==> src/rtl/pcfe_pkg.sv <==
package pcfe_pkg;

  localparam int FRAME_BYTES = 9;
  localparam int IDX_W       = $clog2(FRAME_BYTES);
  localparam int QUEUE_DEPTH = 2;
  localparam int QPTR_W      = $clog2(QUEUE_DEPTH);
  localparam int QCNT_W      = $clog2(QUEUE_DEPTH + 1);

  // configuration register indexes
  localparam logic CFG_DEVICE_ADDRESS = 1'b0;
  localparam logic CFG_DEFAULT_SPEED  = 1'b1;

  localparam logic [7:0] DEVICE_ADDRESS_RST = 8'd1;
  localparam logic [7:0] DEFAULT_SPEED_RST  = 8'd50;

  // frame constants
  localparam logic [7:0] START_CODE     = 8'ha0;
  localparam logic [7:0] GRP_CAMERA     = 8'h01;
  localparam logic [7:0] GRP_PRESET     = 8'h03;
  localparam logic [7:0] SUB_MOTION     = 8'h02;
  localparam logic [7:0] SUB_SET_PRESET = 8'h50;
  localparam logic [7:0] SUB_GOTO       = 8'h19;
  localparam logic [7:0] LENS_TELE      = 8'h20;
  localparam logic [7:0] LENS_WIDE      = 8'h40;
  localparam logic [7:0] LENS_IRIS_OPEN = 8'h08;
  localparam logic [7:0] LENS_IRIS_CLS  = 8'h10;
  localparam logic [7:0] LENS_FAR       = 8'h01;
  localparam logic [7:0] LENS_NEAR      = 8'h02;
  localparam logic [7:0] LENS_STOP      = 8'h00;
  localparam logic [7:0] FILL_BYTE      = 8'hff;

  typedef enum logic [4:0] {
    CMD_PAN_LEFT    = 5'd0,
    CMD_PAN_RIGHT   = 5'd1,
    CMD_TILT_UP     = 5'd2,
    CMD_TILT_DOWN   = 5'd3,
    CMD_LEFT_UP     = 5'd4,
    CMD_LEFT_DOWN   = 5'd5,
    CMD_RIGHT_UP    = 5'd6,
    CMD_RIGHT_DOWN  = 5'd7,
    CMD_ZOOM_TELE   = 5'd8,
    CMD_ZOOM_WIDE   = 5'd9,
    CMD_IRIS_OPEN   = 5'd10,
    CMD_IRIS_CLOSE  = 5'd11,
    CMD_FOCUS_FAR   = 5'd12,
    CMD_FOCUS_NEAR  = 5'd13,
    CMD_STOP        = 5'd14,
    CMD_SET_PRESET  = 5'd15,
    CMD_GOTO_PRESET = 5'd16
  } pcfe_cmd_t;

  localparam logic [7:0] DIR_TABLE [0:7] = '{
    8'h01, 8'h02, 8'h04, 8'h08, 8'h05, 8'h09, 8'h06, 8'h0a
  };

  localparam logic [7:0] SPEED_TABLE [0:9] = '{
    8'h0f, 8'h19, 8'h32, 8'h4b, 8'h64, 8'h7d, 8'h96, 8'haf, 8'hc8, 8'hff
  };

  // one classified frame waiting for the serializer
  typedef struct packed {
    logic [7:0] addr;
    logic [7:0] b3;
    logic [7:0] b4;
    logic [7:0] b5;
    logic [7:0] b6;
    logic [7:0] b7;
    logic [7:0] chk;
  } pcfe_entry_t;

  // speed byte: index s/10-1 clamped to 0..9, found by threshold compares
  function automatic logic [7:0] speed_lookup(input logic [7:0] s);
    logic [3:0] idx;
    idx = '0;
    for (int t = 2; t <= 10; t++) begin
      if (s >= 8'(t * 10)) idx = 4'(t - 1);
    end
    return SPEED_TABLE[idx];
  endfunction

endpackage

==> src/rtl/pcfe_front.sv <==
module pcfe_front
  import pcfe_pkg::*;
(
  input  logic        clk,
  input  logic        rst_n,
  input  logic        in_push,
  output logic        in_full,
  input  logic [4:0]  in_cmd,
  input  logic [7:0]  in_param,
  input  logic [7:0]  device_address,
  input  logic [7:0]  default_speed,
  output logic        q_push,
  output pcfe_entry_t q_wdata,
  input  logic        q_full
);

  logic        valid_r, valid_nxt;
  pcfe_entry_t ent_r;
  pcfe_entry_t ent_nxt;
  logic        accept;
  logic [7:0]  spd;
  logic [7:0]  sum;

  assign in_full = valid_r && q_full;
  assign accept  = in_push && !in_full;
  assign q_push  = valid_r && !q_full;
  assign q_wdata = ent_r;

  assign spd = speed_lookup((in_param != 8'd0) ? in_param : default_speed);

  // classify the command into its five body bytes and checksum
  always_comb begin
    ent_nxt      = '0;
    ent_nxt.addr = device_address;
    case (in_cmd)
      CMD_PAN_LEFT, CMD_PAN_RIGHT, CMD_TILT_UP, CMD_TILT_DOWN,
      CMD_LEFT_UP, CMD_LEFT_DOWN, CMD_RIGHT_UP, CMD_RIGHT_DOWN: begin
        ent_nxt.b3 = GRP_CAMERA;
        ent_nxt.b4 = SUB_MOTION;
        ent_nxt.b5 = DIR_TABLE[in_cmd[2:0]];
        ent_nxt.b6 = (in_cmd == CMD_TILT_UP || in_cmd == CMD_TILT_DOWN) ? 8'd0 : spd;
        ent_nxt.b7 = (in_cmd == CMD_PAN_LEFT || in_cmd == CMD_PAN_RIGHT) ? 8'd0 : spd;
      end
      CMD_ZOOM_TELE: begin
        ent_nxt.b3 = GRP_CAMERA;
        ent_nxt.b4 = LENS_TELE;
      end
      CMD_ZOOM_WIDE: begin
        ent_nxt.b3 = GRP_CAMERA;
        ent_nxt.b4 = LENS_WIDE;
      end
      CMD_IRIS_OPEN: begin
        ent_nxt.b3 = GRP_CAMERA;
        ent_nxt.b4 = LENS_IRIS_OPEN;
      end
      CMD_IRIS_CLOSE: begin
        ent_nxt.b3 = GRP_CAMERA;
        ent_nxt.b4 = LENS_IRIS_CLS;
      end
      CMD_FOCUS_FAR: begin
        ent_nxt.b3 = GRP_CAMERA;
        ent_nxt.b4 = LENS_FAR;
      end
      CMD_FOCUS_NEAR: begin
        ent_nxt.b3 = GRP_CAMERA;
        ent_nxt.b4 = LENS_NEAR;
      end
      CMD_STOP: begin
        ent_nxt.b3 = GRP_CAMERA;
        ent_nxt.b4 = LENS_STOP;
      end
      CMD_SET_PRESET, CMD_GOTO_PRESET: begin
        ent_nxt.b3 = GRP_PRESET;
        ent_nxt.b4 = (in_cmd == CMD_SET_PRESET) ? SUB_SET_PRESET : SUB_GOTO;
        ent_nxt.b5 = in_param;
        ent_nxt.b6 = FILL_BYTE;
        ent_nxt.b7 = FILL_BYTE;
      end
      default: begin
        // unknown command: zero body, frame still sent
      end
    endcase
    sum = ent_nxt.addr + ent_nxt.addr + ent_nxt.b3 + ent_nxt.b4
        + ent_nxt.b5 + ent_nxt.b6 + ent_nxt.b7;
    ent_nxt.chk = ~sum;
  end

  // holding stage toward the queue
  always_comb begin
    valid_nxt = valid_r;
    if (accept) valid_nxt = 1'b1;
    else if (q_push) valid_nxt = 1'b0;
  end

  always_ff @(posedge clk) begin
    if (!rst_n) begin
      valid_r <= 1'b0;
    end else begin
      valid_r <= valid_nxt;
    end
  end

  always_ff @(posedge clk) begin
    if (accept) begin
      ent_r <= ent_nxt;
    end
  end

endmodule

==> src/rtl/pcfe_queue.sv <==
module pcfe_queue
  import pcfe_pkg::*;
(
  input  logic        clk,
  input  logic        rst_n,
  input  logic        push,
  input  pcfe_entry_t wdata,
  output logic        full,
  input  logic        pop,
  output logic        valid,
  output pcfe_entry_t rdata
);

  pcfe_entry_t             slot_r [QUEUE_DEPTH];
  logic [QPTR_W-1:0]       wr_ptr_r, wr_ptr_nxt;
  logic [QPTR_W-1:0]       rd_ptr_r, rd_ptr_nxt;
  logic [QCNT_W-1:0]       cnt_r, cnt_nxt;
  logic                    do_push;
  logic                    do_pop;

  assign full    = (cnt_r == QCNT_W'(QUEUE_DEPTH));
  assign valid   = (cnt_r != '0);
  assign rdata   = slot_r[rd_ptr_r];
  assign do_push = push && !full;
  assign do_pop  = pop && valid;

  // pointer and fill count update
  always_comb begin
    wr_ptr_nxt = wr_ptr_r;
    rd_ptr_nxt = rd_ptr_r;
    cnt_nxt    = cnt_r;
    if (do_push) begin
      wr_ptr_nxt = (wr_ptr_r == QPTR_W'(QUEUE_DEPTH - 1)) ? '0 : wr_ptr_r + 1'b1;
    end
    if (do_pop) begin
      rd_ptr_nxt = (rd_ptr_r == QPTR_W'(QUEUE_DEPTH - 1)) ? '0 : rd_ptr_r + 1'b1;
    end
    if (do_push && !do_pop) cnt_nxt = cnt_r + 1'b1;
    else if (do_pop && !do_push) cnt_nxt = cnt_r - 1'b1;
  end

  always_ff @(posedge clk) begin
    if (!rst_n) begin
      wr_ptr_r <= '0;
      rd_ptr_r <= '0;
      cnt_r    <= '0;
    end else begin
      wr_ptr_r <= wr_ptr_nxt;
      rd_ptr_r <= rd_ptr_nxt;
      cnt_r    <= cnt_nxt;
    end
  end

  // entry storage
  always_ff @(posedge clk) begin
    if (do_push) begin
      slot_r[wr_ptr_r] <= wdata;
    end
  end

endmodule

==> src/rtl/pcfe_back.sv <==
module pcfe_back
  import pcfe_pkg::*;
(
  input  logic        clk,
  input  logic        rst_n,
  input  logic        q_valid,
  input  pcfe_entry_t q_rdata,
  output logic        q_pop,
  output logic        out_empty,
  input  logic        out_pop,
  output logic [7:0]  out_frame_byte,
  output logic        out_last
);

  localparam logic [IDX_W-1:0] LAST_IDX = IDX_W'(FRAME_BYTES - 1);

  logic              busy_r, busy_nxt;
  logic [IDX_W-1:0]  idx_r, idx_nxt;
  pcfe_entry_t       ent_r;
  logic              take;
  logic              frame_done;

  assign take       = out_pop && busy_r;
  assign frame_done = take && (idx_r == LAST_IDX);
  assign q_pop      = q_valid && (!busy_r || frame_done);
  assign out_empty  = !busy_r;
  assign out_last   = (idx_r == LAST_IDX);

  // byte sequencer
  always_comb begin
    busy_nxt = busy_r;
    idx_nxt  = idx_r;
    if (q_pop) begin
      busy_nxt = 1'b1;
      idx_nxt  = '0;
    end else if (frame_done) begin
      busy_nxt = 1'b0;
      idx_nxt  = '0;
    end else if (take) begin
      idx_nxt = idx_r + 1'b1;
    end
  end

  always_ff @(posedge clk) begin
    if (!rst_n) begin
      busy_r <= 1'b0;
      idx_r  <= '0;
    end else begin
      busy_r <= busy_nxt;
      idx_r  <= idx_nxt;
    end
  end

  always_ff @(posedge clk) begin
    if (q_pop) begin
      ent_r <= q_rdata;
    end
  end

  // pick the byte at the current frame position
  always_comb begin
    case (idx_r)
      IDX_W'(0): out_frame_byte = START_CODE;
      IDX_W'(1): out_frame_byte = ent_r.addr;
      IDX_W'(2): out_frame_byte = ent_r.addr;
      IDX_W'(3): out_frame_byte = ent_r.b3;
      IDX_W'(4): out_frame_byte = ent_r.b4;
      IDX_W'(5): out_frame_byte = ent_r.b5;
      IDX_W'(6): out_frame_byte = ent_r.b6;
      IDX_W'(7): out_frame_byte = ent_r.b7;
      default:   out_frame_byte = ent_r.chk;
    endcase
  end

endmodule

==> src/rtl/ptz_command_frame_encoder_top.sv <==
// channel   | ports                                   | accepted when
// ----------+-----------------------------------------+------------------------
// input     | in_push, in_full, in_cmd, in_param      | in_push && !in_full
// result    | out_empty, out_pop, out_frame_byte,     | out_pop && !out_empty
//           | out_last                                |
// config    | cfg_valid, cfg_ready, cfg_index,        | cfg_valid && cfg_ready
//           | cfg_data                                |
//
// each command gives nine result bytes, one per cycle while out_pop is held,
// paced by the byte sequencer in the back end; the first byte passes the
// front holding stage, the queue and the back-end busy register before it shows.
// a two-entry queue plus the front holding stage take up to three commands
// ahead of the serializer; in_full rises only when all of them are occupied.
// reset is synchronous, active low, and clears all control state.
module ptz_command_frame_encoder_top
  import pcfe_pkg::*;
(
  input  logic       clk,
  input  logic       rst_n,
  input  logic       in_push,
  output logic       in_full,
  input  logic [4:0] in_cmd,
  input  logic [7:0] in_param,
  output logic       out_empty,
  input  logic       out_pop,
  output logic [7:0] out_frame_byte,
  output logic       out_last,
  input  logic       cfg_valid,
  output logic       cfg_ready,
  input  logic       cfg_index,
  input  logic [7:0] cfg_data
);

  logic [7:0]  device_address_r;
  logic [7:0]  default_speed_r;
  logic        q_push;
  logic        q_full;
  logic        q_pop;
  logic        q_valid;
  pcfe_entry_t q_wdata;
  pcfe_entry_t q_rdata;

  assign cfg_ready = 1'b1;

  // configuration registers
  always_ff @(posedge clk) begin
    if (!rst_n) begin
      device_address_r <= DEVICE_ADDRESS_RST;
      default_speed_r  <= DEFAULT_SPEED_RST;
    end else if (cfg_valid && cfg_ready) begin
      case (cfg_index)
        CFG_DEVICE_ADDRESS: device_address_r <= cfg_data;
        CFG_DEFAULT_SPEED:  default_speed_r  <= cfg_data;
        default: begin
        end
      endcase
    end
  end

  pcfe_front u_front (
    .clk            (clk),
    .rst_n          (rst_n),
    .in_push        (in_push),
    .in_full        (in_full),
    .in_cmd         (in_cmd),
    .in_param       (in_param),
    .device_address (device_address_r),
    .default_speed  (default_speed_r),
    .q_push         (q_push),
    .q_wdata        (q_wdata),
    .q_full         (q_full)
  );

  pcfe_queue u_queue (
    .clk   (clk),
    .rst_n (rst_n),
    .push  (q_push),
    .wdata (q_wdata),
    .full  (q_full),
    .pop   (q_pop),
    .valid (q_valid),
    .rdata (q_rdata)
  );

  pcfe_back u_back (
    .clk            (clk),
    .rst_n          (rst_n),
    .q_valid        (q_valid),
    .q_rdata        (q_rdata),
    .q_pop          (q_pop),
    .out_empty      (out_empty),
    .out_pop        (out_pop),
    .out_frame_byte (out_frame_byte),
    .out_last       (out_last)
  );

endmodule

==> config.mk <==
export PLATFORM = sky130hd
export DESIGN_NAME = ptz_command_frame_encoder_top
export DESIGN_NICKNAME = d
export VERILOG_FILES = /design/src/rtl/pcfe_pkg.sv /design/src/rtl/pcfe_front.sv /design/src/rtl/pcfe_queue.sv /design/src/rtl/pcfe_back.sv /design/src/rtl/ptz_command_frame_encoder_top.sv
export SDC_FILE = /design/constraint.sdc
export NUM_CORES = 1
export LEC_CHECK = 0
export ABC_AREA = 1
export BUFFER_PORTS_ARGS = -buffer_cell sky130_fd_sc_hd__buf_2
export CAP_MARGIN = 20
export CORE_MARGIN = 3
export CORE_UTILIZATION = 30
export CTS_BUF_LIST = sky130_fd_sc_hd__clkbuf_16
export DETAILED_ROUTE_END_ITERATION = 8
export HOLD_SLACK_MARGIN = 0.02
export SETUP_SLACK_MARGIN = 0.2
export SLEW_MARGIN = 20
export SYNTH_ARGS = -nofsm -noshare
export SYNTH_HDL_FRONTEND = slang
export SYNTH_SLANG_ARGS = --single-unit
==> constraint.sdc <==
create_clock -name clk -period 5.2 [get_ports clk]
set_clock_uncertainty 0.05 [all_clocks]
set_input_delay 0.26 -clock clk [delete_from_list [all_inputs] [get_ports clk]]
set_output_delay 0.26 -clock clk [all_outputs]
set_load 0.02 [all_outputs]
-- After elaboration in Yosys (flattened, before gate mapping)
Memory sizes are Yosys's and may differ from the RTL's. A register that Yosys moved wholly into a read port is not among the register bits.
Cells that the tools add are included.
- RAM bits: 112
- bits in latches: 0
- register bits: 82
- word-level logic and storage cells: 132
- output and inout bits: 12
- memories kept: 3
- ROM bits: 192
- input bits: 27
- multiply operators: 0
- div/mod/pow operators: 0
- bitwise logic cells: 5
- shift-type cells: 0
- $add $sub $neg: 11
- equality and inequality tests: 25
- muxes and demuxes: 30
- $lt $le $gt $ge: 11
- reduce and logical (&&, ||, !) cells: 32
- memories (name ; depth ; bits a word ; rd ports ; clocked after Yosys merged registers in ; wr ports ; RTL line ; source):
    (name not given) ; 16 ; 8 ; 1 ; 0 ; 0 ; pcfe_pkg.sv:78 ; return SPEED_TABLE[idx];
    u_queue.slot_r ; 2 ; 56 ; 1 ; 1 ; 1 ; pcfe_queue.sv:14 ; pcfe_entry_t slot_r [QUEUE_DEPTH];
    (name not given) ; 8 ; 8 ; 1 ; 0 ; 0 ; pcfe_front.sv:40 ; ent_nxt.b5 = DIR_TABLE[in_cmd[2:0]];
- operator list (operator ; number):
    one-hot mux 10 bit (8 select lines) ; 1
    two-way mux 8 bit ; 7
    one-hot mux 8 bit (7 select lines) ; 1
    one-hot mux 24 bit (2 select lines) ; 1
    adder 8 bit ; 5
    == test 5 x 4 -> 1 bit (second input constant) ; 8
    >= comparator 8 x 7 -> 1 bit (second input constant) ; 4
    >= comparator 8 x 6 -> 1 bit (second input constant) ; 3
    == test 5 x 3 -> 1 bit (second input constant) ; 4
    == test 4 x 3 -> 1 bit (second input constant) ; 4
    >= comparator 8 x 5 -> 1 bit (second input constant) ; 2
    two-way mux 3 bit ; 4
    == test 5 x 2 -> 1 bit (second input constant) ; 2
    logical AND 1 bit ; 10
    two-way mux 1 bit ; 9
    OR reduction 9 bit ; 1
    adder 8 x 2 -> 8 bit ; 1
    == test 4 x 2 -> 1 bit (second input constant) ; 2
    two-way mux 2 bit ; 4
    two-way mux 4 bit ; 2
    inverter 8 bit ; 1
    nonzero test 2 bit ; 4
    nonzero test 8 bit ; 1
    OR reduction 8 bit ; 1
    22 further kinds ; 32

-- Depth between registers and ports, before layout
- depth after elaboration: 22
- mapped depth: 36
- gate-level depth less buffers: 36

-- Hierarchy
A second synthesis with hierarchy kept.
- cells, all modules: 859
- area total of the unflattened synthesis: 11055.6 µm²
- modules (own cells, without submodules) (module ; instances ; cells an instance ; area an instance (µm²) ; seq. area each (µm²)):
    pcfe_queue ; 1 ; 211 ; 4450.5 ; 3463.3
    pcfe_front ; 1 ; 334 ; 3330.7 ; 1461.4
    pcfe_back ; 1 ; 227 ; 2632.5 ; 1781.7
    ptz_command_frame_encoder_top ; 1 ; 87 ; 641.9 ; 320.3

-- Worst setup path after synthesis
Ideal clock, no wire load.
- kind: input-to-reg
- from: in in_param[4]
- to: reg u_front.ent_r (netlist bit u_front.q_wdata[7]), data pin
- stages on the path: 32
- path slack: -0.391 ns
- arrival: 5.287 ns
- path through: nor2_1 -> nand2_2 -> o21ai_0 -> nand2_4 -> nor2_1 -> nand3_1 -> nand2_1 -> inv_1 -> nor2_2 -> inv_2 -> nand3_1 -> inv_1 -> ha_1 -> o21ai_0 -> nand2_1 -> o21ai_2 -> inv_1 -> fa_1 -> inv_1 -> fa_1 -> fa_1 -> ha_1 -> fa_1 -> nand3_1 -> nand2_1 -> nand2_1 -> nand2_1 -> a21oi_1 -> xor2_1 -> xor2_1 -> xnor2_1 -> inv_1
- RTL lines (element ; RTL line ; source):
    start: declaration ; ptz_command_frame_encoder_top.sv:23 ; input logic [7:0] in_param,
    end signal: assignment ; pcfe_front.sv:105 ; ent_r <= ent_nxt;
    end: declaration ; pcfe_front.sv:18 ; pcfe_entry_t ent_r;

==> results_dict.tcl <==
set metrics [dict create \
    htreeDepth 1 \
    routed.top_layer "met4" \
    drcViolationCount 0 \
    synth_nets 902 \
    fin_hold_ws_ps 59.7 \
    viasPerCell 4.46 \
    relSlewSlack_pct 36.3 \
    crit_required_ps 5410 \
    power.switching_mw 1.51 \
    cts_root_buffer "clkbuf_16" \
    clock_latency_ps 500 \
    crit_path_end_kind "flop" \
    min_delay_path_depth 3 \
    clockBufferDepth 3 \
    coreArea_um2 30800 \
    layout_commonest_cell "nand2_1" \
    cts_tree "done" \
    die_x_um 183 \
    yosysTopAreaCellShare_pct 61.1 \
    start_util_pct 30.6 \
    hp-class "input pin to flop" \
    wl_met1_um 9710 \
    cp_data_arrival_time_ps 5570 \
    tightestPinTransition_ps 955 \
    failed_checks "negative setup slack" \
    synthCells 837 \
    period_share_pct 103 \
    routed-via-count 6318 \
    syn_area_per_cell_um2 11.3 \
    portBuffers 37 \
    met3WireLength_um 796 \
    slowest_delay_ps 330 \
    grt_pass1_vias 6167 \
    synth.top_cells.by_area "edfxtp_1 (61%), nand2_1 (8.8%), dfxtp_1 (5.3%)" \
    gp_congestion 0.838 \
    critPathSlowestCell "dfxtp_2" \
    fin_setup_tns_ps -163 \
    rows 64 \
    pwr-share-seq_pct 48.7 \
    setup_slack_ps -163 \
    wl_um 21300 \
    mostFrequentLayoutCells "nand2_1 (203), edfxtp_1 (192), inv_1 (124), buf_4 (106), nor2_1 (47)" \
    rsz0062_at_grt "yes" \
    ys_seq_area_share_pct 66.4 \
    p_leak_nw 5.05 \
    p_int_mw 3.70 \
    grt_use_total_pct 12.4 \
    drtIter0Drc 410 \
    crit_type "flop to flop" \
    synthDistinctLibCells 35 \
    powerDensity_nw_per_um2 431 \
    path_max_fanout 4 \
    path_clk_slew_ps 60 \
    crit_top_cell "buf_4" \
    num_antenna_cells 0 \
    synth_ff_type "edfxtp_1" \
    cp-start-kind "flop" \
    swShare_pct 29.0 \
    min_period_ps 5360 \
    comb_power_share_pct 22.1 \
    areaGrowthSynthToFinish_pct 27.9 \
    cts-buffers-inserted 23 \
    setup_viol 1 \
    mappedNetlistArea_um2 9440 \
    pwr-share-clk_pct 29.2 \
    r2r_slack_ps -160 \
    drive_gt1_share_pct 26.8 \
    die_height_um 183 \
    grt_max_degree 51 \
    status "finished, violations left" \
    ant_nets 0 \
    vdd.ir_drop.worst_mv 0.193 \
    reg2reg_depth 41 \
    antenna_found_initial 0 \
    first_pass_iters 7 \
    netlist.top_cell.by_area "edfxtp_1" \
    maxCapViolations 0 \
    io_pins 39 \
    drv_slew 0 \
    gr-total-overflow 0 \
    dpl.hpwl_um 14100 \
    numClockSinks 217 \
    grt_first_pass_wirelength_um 33100 \
    max_freq_mhz 186 \
    wl_per_cell_um 15.0 \
    fill_cells 2828 \
    die_area_um2 33600 \
    yosysWarnings 0 \
    async_reset_ff_share_pct 0 \
    hold_viol 0 \
    finalNetCount 1069 \
    dp_slack_ps -515 \
    route.met2.wl_um 10100 \
    final_util_pct 39.2 \
    synth-edff-count 192 \
    ys_ff_latch 217 \
]
==> what timing repair did <==
action	CTS	global route
buffers inserted	45	9
endpoints found under the setup margin	1	4
endpoints found under the hold margin	14	0
gates resized for setup	40	43
hold buffers	9	0
pin swaps	32	30
==> layer usage <==
metal	GRT usage (%)	vias up
met5	0	-
met4	4.48	0
met3	1.75	41
met2	20.5	160
met1	16.8	3015
li1	-	3102
==> logic make-up (layout without fill, tap and decap cells) <==
kind of cell / after synthesis / count (layout) / share of synthesized area (%)
compound gates: 92 / 92 / 5.74
xor+xnor: 11 / 11 / 1.02
fa+ha+maj: 38 / 38 / 6.71
buf+inv: 151 / 334 / 6.04
flops: 217 / 217 / 66.4
other cells: 1 / 1 / 0.0397
simple gates: 327 / 327 / 14.1
==> cell usage after synthesis, types with 4 or more instances <==
cell        n
fa_1       21
nand4_1     7
edfxtp_1  192
nand2_1   222
ha_1       17
nand3_1    25
inv_1     129
xor2_1      4
a221oi_1    8
nand2_2     4
nor2_1     58
nor3_1      4
o211ai_1    4
a21oi_1    34
inv_2       4
o21ai_0    29
o22ai_1     8
clkbuf_1   15
dfxtp_1    25
xnor2_1     7
==> final timing paths <==
kind	from	end
max	default_speed_r[6]	u_front.q_wdata[7]
min reg2reg	device_address_r[7]	u_front.q_wdata[55]
min	cfg_index	device_address_r[0]
max reg2reg	default_speed_r[6]	u_front.q_wdata[7]
==> cell type report <==
cell class	instances	area (um2)	share of cell area [%]
flip-flops and latches	217	6270	52.0
multi-input cells	469	2920	24.2
repair buffers	159	1160	9.60
clock buffers	23	576	4.77
inverters	134	508	4.21
well taps	396	495	4.10
clock inverters	18	139	1.15
==> power by group through the flow <==
stage | sequential [mW] | clock [mW] | combinational, mW
after CTS | 2.54 | 1.56 | 1.11
final | 2.54 | 1.52 | 1.15
after floorplan | 2.52 | 0 | 0.691
after global routing | 2.57 | 1.63 | 1.30
after detailed placement | 2.57 | 0 | 1.05
after global placement | 2.56 | 0 | 1.03
==> metrics by stage <==
step	std cells	total power [mW]	cell area (um2)
floorplan	837	3.21	9500
global placement	1312	3.60	10600
detailed placement	1312	3.63	10600
CTS	1407	5.21	11800
global route	1416	5.50	12100
finish	1416	5.21	12100
==> critical path, delay by kind of cell, from the launching register on <==
kind                   cells  cell delay [ps]
AND/OR/NAND/NOR            5              400
AO/OA/AOI/OAI              1              120
XOR/XNOR                   1              150
flip-flops                 1              330
buffers and inverters     34             4050
==> state kept, by name (all words and copies together) (netlist names) <==
name	flops
u_queue.cnt_r	2
u_queue.slot_r	96
u_back.ent_r	48
u_front.q_wdata	48
u_back.busy_r	1
u_front.valid_r	1
device_address_r	8
u_queue.rd_ptr_r	1
u_queue.wr_ptr_r	1
u_back.idx_r	4
default_speed_r	7
(Power assumes the default switching activity.)
